**src/rtl/core/lcf_pkg.sv**
```systemverilog
package lcf_pkg;

    localparam int MAX_TAPS  = 7;
    localparam int HIST_LEN  = MAX_TAPS - 1;
    localparam int SAMPLE_W  = 16;
    localparam int COEF_W    = 16;
    localparam int PROD_W    = SAMPLE_W + COEF_W;
    localparam int RESULT_W  = 34;
    localparam int TAPS_W    = 3;
    localparam int STEP_W    = 3;
    localparam int CFG_IDX_W = 3;
    localparam int CFG_W     = 16;
    localparam int HIST_W    = HIST_LEN * SAMPLE_W;
    localparam int HIST_DEPTH = 1;
    localparam int OUT_TDATA_W = ((RESULT_W + 7) / 8) * 8;

    // register indexes on the configuration channel
    localparam logic [CFG_IDX_W-1:0] REG_TAP_COUNT = CFG_IDX_W'(0);
    localparam logic [CFG_IDX_W-1:0] REG_COEF_0    = CFG_IDX_W'(1);

    typedef logic [MAX_TAPS-1:0][COEF_W-1:0]  coef_arr_t;
    typedef logic [HIST_LEN-1:0][SAMPLE_W-1:0] hist_t;

    typedef struct packed {
        logic [MAX_TAPS-1:0][PROD_W-1:0] prod;
        logic                            last;
    } prod_beat_t;

    typedef struct packed {
        logic valid;
        logic flushing;
        logic we;
        logic fwd_sel;
    } fe_stat_t;

    // zero taps behaves as one, anything above MAX_TAPS saturates
    function automatic logic [TAPS_W-1:0] eff_taps(input logic [TAPS_W-1:0] t);
        logic [TAPS_W-1:0] r;
        r = t;
        if (t == '0)
            r = TAPS_W'(1);
        else if (t > TAPS_W'(MAX_TAPS))
            r = TAPS_W'(MAX_TAPS);
        return r;
    endfunction

endpackage

```
**src/rtl/core/lcf_mac.sv**
```systemverilog
module lcf_mac (
    input  logic                          clk,
    input  logic                          rst_n,
    input  logic                          in_valid,
    output logic                          in_ready,
    input  lcf_pkg::prod_beat_t           in_beat,
    output logic                          out_valid,
    input  logic                          out_ready,
    output logic [lcf_pkg::RESULT_W-1:0]  result,
    output logic                          last_out
);
    import lcf_pkg::*;

    localparam int N3  = (MAX_TAPS + 1) / 2;
    localparam int N4  = (N3 + 1) / 2;
    localparam int S3W = PROD_W + 1;

    logic                v2_reg, v2_next, v3_reg, v3_next;
    logic                v4_reg, v4_next, v5_reg, v5_next;
    prod_beat_t          b2_reg, b2_next;
    logic [S3W-1:0]      s3_reg [N3];
    logic [S3W-1:0]      s3_next [N3];
    logic [RESULT_W-1:0] s4_reg [N4];
    logic [RESULT_W-1:0] s4_next [N4];
    logic [RESULT_W-1:0] res_reg, res_next;
    logic                l3_reg, l3_next, l4_reg, l4_next, l5_reg, l5_next;
    logic                r2, r3, r4, r5;

    always_comb
    begin
        r5       = !v5_reg || out_ready;
        r4       = !v4_reg || r5;
        r3       = !v3_reg || r4;
        r2       = !v2_reg || r3;
        in_ready = r2;

        v2_next = r2 ? in_valid : v2_reg;
        b2_next = (r2 && in_valid) ? in_beat : b2_reg;

        v3_next = r3 ? v2_reg : v3_reg;
        l3_next = (r3 && v2_reg) ? b2_reg.last : l3_reg;
        for (int j = 0; j < N3; j++)
        begin
            s3_next[j] = s3_reg[j];
            if (r3 && v2_reg)
            begin
                s3_next[j] = S3W'($signed(b2_reg.prod[2*j]));
                if (2*j + 1 < MAX_TAPS)
                    s3_next[j] = s3_next[j] + S3W'($signed(b2_reg.prod[2*j+1]));
            end
        end

        v4_next = r4 ? v3_reg : v4_reg;
        l4_next = (r4 && v3_reg) ? l3_reg : l4_reg;
        for (int j = 0; j < N4; j++)
        begin
            s4_next[j] = s4_reg[j];
            if (r4 && v3_reg)
            begin
                s4_next[j] = RESULT_W'($signed(s3_reg[2*j]));
                if (2*j + 1 < N3)
                    s4_next[j] = s4_next[j] + RESULT_W'($signed(s3_reg[2*j+1]));
            end
        end

        v5_next  = r5 ? v4_reg : v5_reg;
        l5_next  = (r5 && v4_reg) ? l4_reg : l5_reg;
        res_next = res_reg;
        if (r5 && v4_reg)
        begin
            res_next = s4_reg[0];
            for (int j = 1; j < N4; j++)
            begin
                res_next = res_next + s4_reg[j];
            end
        end

        out_valid = v5_reg;
        result    = res_reg;
        last_out  = l5_reg;
    end

    always_ff @(posedge clk or negedge rst_n)
    begin
        if (!rst_n)
        begin
            v2_reg <= 1'b0;
            v3_reg <= 1'b0;
            v4_reg <= 1'b0;
            v5_reg <= 1'b0;
        end
        else
        begin
            v2_reg <= v2_next;
            v3_reg <= v3_next;
            v4_reg <= v4_next;
            v5_reg <= v5_next;
        end
    end

    always_ff @(posedge clk)
    begin
        b2_reg  <= b2_next;
        s3_reg  <= s3_next;
        s4_reg  <= s4_next;
        res_reg <= res_next;
        l3_reg  <= l3_next;
        l4_reg  <= l4_next;
        l5_reg  <= l5_next;
    end

endmodule

```
**config.mk**
```make
export PLATFORM = sky130hd
export DESIGN_NAME = lcf_mac
export DESIGN_NICKNAME = d
export VERILOG_FILES = /design/src/rtl/core/lcf_pkg.sv /design/src/rtl/core/lcf_mac.sv
export SDC_FILE = /design/constraint.sdc
export NUM_CORES = 1
export LEC_CHECK = 0
export ABC_AREA = 1
export BUFFER_PORTS_ARGS = -buffer_cell sky130_fd_sc_hd__clkbuf_2
export CAP_MARGIN = 20
export CORE_MARGIN = 8
export CORE_UTILIZATION = 45
export CTS_CLUSTER_DIAMETER = 100
export DETAILED_ROUTE_END_ITERATION = 10
export PLACE_DENSITY = 0.68
export SLEW_MARGIN = 5
export SYNTH_ARGS = -nofsm -noshare
export SYNTH_HDL_FRONTEND = slang
export SYNTH_SLANG_ARGS = --single-unit
export TNS_END_PERCENT = 50
```
**constraint.sdc**
```tcl
create_clock -name clk -period 13.4 [get_ports clk]
set_input_delay 2.68 -clock clk [delete_from_list [all_inputs] [get_ports clk]]
set_output_delay 2.68 -clock clk [all_outputs]
set_load 0.005 [all_outputs]
```
==> results.ini <==
[worst_setup_path]
crit_path_end_kind = primary output
ff2ff_setup_slack_ns = 10.49
r2r-end = b2_reg[63]$_DFFE_PP_
ff2ff_path_depth = 11
cp-start-kind = primary input
crit_path_max_fanout = 3
arrival_ns = 3.80
rr_startpoint = out_valid$_DFFE_PN0P_
required_ns = 10.72
worstSetupPathType = in -> out

[synthesis]
synth_area_mm2 = 0.0276
synthTopCellsByArea = edfxtp_1 50%, nand2_1 13%, ha_1 8.8%
postSynthAreaPerCell_um2 = 8.58
synth_seq_cells = 465
synth_edf_count = 461
synth_flop_cell = edfxtp_1
yosysUniqueCellTypes = 25
syn_inst = 3220
synth_nets = 3650
synth_top_area_share_pct = 50.1
yosys.area.top_type = edfxtp_1
synth.most_common_cell = nand2_1
synth_seq_area_share_pct = 50.5
synth_warnings = 0
async_flop_share_pct = 0.860
synth_commonest_cells = 990 x nand2_1, 492 x inv_1, 461 x edfxtp_1

[global_route]
grt_max_degree = 158
grt-ovfl-total = 0
grt_pass1_vias = 21400
grt_pass1_wl_um = 111000
antenna_found_initial = 1
grt_util_all_layers_pct = 19.8

[cells_and_area]
layout-drive-gt1-share_pct = 11.7
nets = 3972
diodes = 0
area_growth_pct = 15.2
utilization_pct = 52.0
fillerInstances = 5803
largest_register_ffs = 225

[sta]
final_max_slew_viol_count = 0
fin_tns_setup_ns = 0
setup_viol = 0
period_needed_ns = 6.48
rsz0062_at_grt = false
clock.fmax_mhz = 154
timing.final.crit_share_pct = 48.4
relSlewSlack_pct = 35.4
worstMarginPinSlew_ns = 0.969
clock_skew_ns = 0.0335
hold_viol_final = 0

[worst_hold_path]
min_to = s3_reg[3]$_DFFE_PP_
whs_path_depth = 0
min-delay-start = b2_reg[196]$_DFFE_PP_
hold_class = reg -> reg

[pwr]
p_comb_share_pct = 35.2
p_int_uw = 3540
p_leak_uw = 0.0151
seqPwrFrac_pct = 37.6
pwr-share-clk_pct = 27.2
switching_share_pct = 36.1
p_switching_uw = 2000
irDropWorstVdd_mv = 0.107
power_density_mw_per_mm2 = 174

[clock_network]
postCtsSetupBuffers = 0
cts_root_buffer = clkbuf_16
cts_tree = yes
clk_latency_ns = 0.62
hold_buffers = 0
numCtsBuffers = 51
cts_sinks = 465
h-tree-depth = 2
clk_pin_slew_ns = 0.06
cts_resized = 0
clockBufferDepth = 3

[floorplan]
pin_count = 266
die_area_mm2 = 0.0696
die_w_um = 264
floorplan.rows = 91
core_area_mm2 = 0.0613
dieHeight_um = 264
start_util_pct = 45.1

[detailed_routing]
drc_errors = 0
num_vias = 21700
viasPerCell = 4.97
drt-total-wl_um = 69900
drt_iter0_markers = 1536
dr.pass1.iters = 6
wl_per_cell_um = 16.0
ant_nets = 0

[flow_run]
cap_viol_max_count = 0

[outcome]
outcome = completed

[placement]
place.port_buffers = 265
gp_congestion = 0.953
hpwl_um = 57900

## cells by family after synthesis
group                    Yosys count  share of synthesized area (%)
flip-flops                       465                           50.5
AND/OR/NAND/NOR                 1601                           23.6
adder cells (fa/ha/maj)          201                           9.26
AO/OA/AOI/OAI                    367                           7.04
buffers and inverters            492                           6.68
XOR/XNOR                          94                           2.98
## metal layers
layer	routed length [µm]	track usage, %	vias to the layer above
met1	32600	27.1	9797
met4	2250	6.96	0
met5	0	0	-
met3	3710	2.72	125
li1	-	-	11200
met2	31300	32.2	550
## cell type report
| type | count | area (µm²) | area share, % |
|---|---|---|---|
| timing repair buffer | 269 | 1370 | 4.30 |
| inverter | 492 | 1850 | 5.81 |
| tap | 790 | 988 | 3.11 |
| sequential | 465 | 13900 | 43.8 |
| clock inverter | 37 | 522 | 1.64 |
| multi-input combinational | 2263 | 11900 | 37.3 |
| clock buffer | 55 | 1290 | 4.06 |
## worst max-delay path: stages
cell and delay, ns:
clkbuf_2 0.08, nor2_1 0.22, inv_1 0.09, nor2_1 0.09
inv_1 0.07, nor2_1 0.08, inv_1 0.07, nor2_1 0.21
inv_1 0.09, clkbuf_2 0.12
## how the worst max path moves through the flow
| stage | start | cells after the start | slack (ns) | to |
|---|---|---|---|---|
| 2_1_floorplan | out_ready | 8 | 0.13 | b2_reg[0]$_DFFE_PP_ |
| 3_3_place_gp | out_ready | 10 | 6.90 | in_ready |
| 3_5_place_dp | out_ready | 10 | 6.92 | in_ready |
| 4_1_cts | out_ready | 10 | 6.91 | in_ready |
| 5_1_grt | out_ready | 10 | 6.71 | in_ready |
| 6_report | out_ready | 10 | 6.92 | in_ready |
## stage by stage
step           std cells  setup WS (ns)  hold slack [ns]  total power (µW)  cell area (µm²)
2_1_floorplan       3220          0.127            0.400              3450            27600
3_3_place_gp        4279           6.90            0.404              4040            30000
3_5_place_dp        4279           6.92            0.405              4060            30000
4_1_cts             4371           6.91            0.418              5580            31800
5_1_grt             4371           6.71            0.426              5910            31800
6_report            4371           6.92            0.415              5540            31800
## cell usage in the layout, fill, tap and decap left out, types with 4 or more instances in the layout
master,count
clkinv_4,5
a21o_1,12
clkbuf_2,265
clkinvlp_4,4
nor2_2,5
nand3_1,129
xor2_1,90
o21bai_1,21
nor2_1,327
ha_1,195
a21oi_1,208
clkinv_1,9
nand2_2,49
fa_1,6
bufinv_16,11
nand2_1,990
nor3_1,52
nand4_1,38
nand3_2,4
xnor2_1,4
inv_1,490
edfxtp_1,461
o21ai_0,118
clkbuf_16,51
clkinv_2,4
dfrtp_1,4
clkbuf_1,4
a21oi_2,5
## power groups by stage
stage               registers (µW)  clock network [µW]  logic [µW]
global placement              2110                   0        1930
finish                        2080                1510        1950
detailed placement            2110                   0        1940
global route                  2100                1590        2220
floorplan                     2090                   0        1360
CTS                           2090                1540        1950
Note: power is estimated with default switching activity, not from simulation.
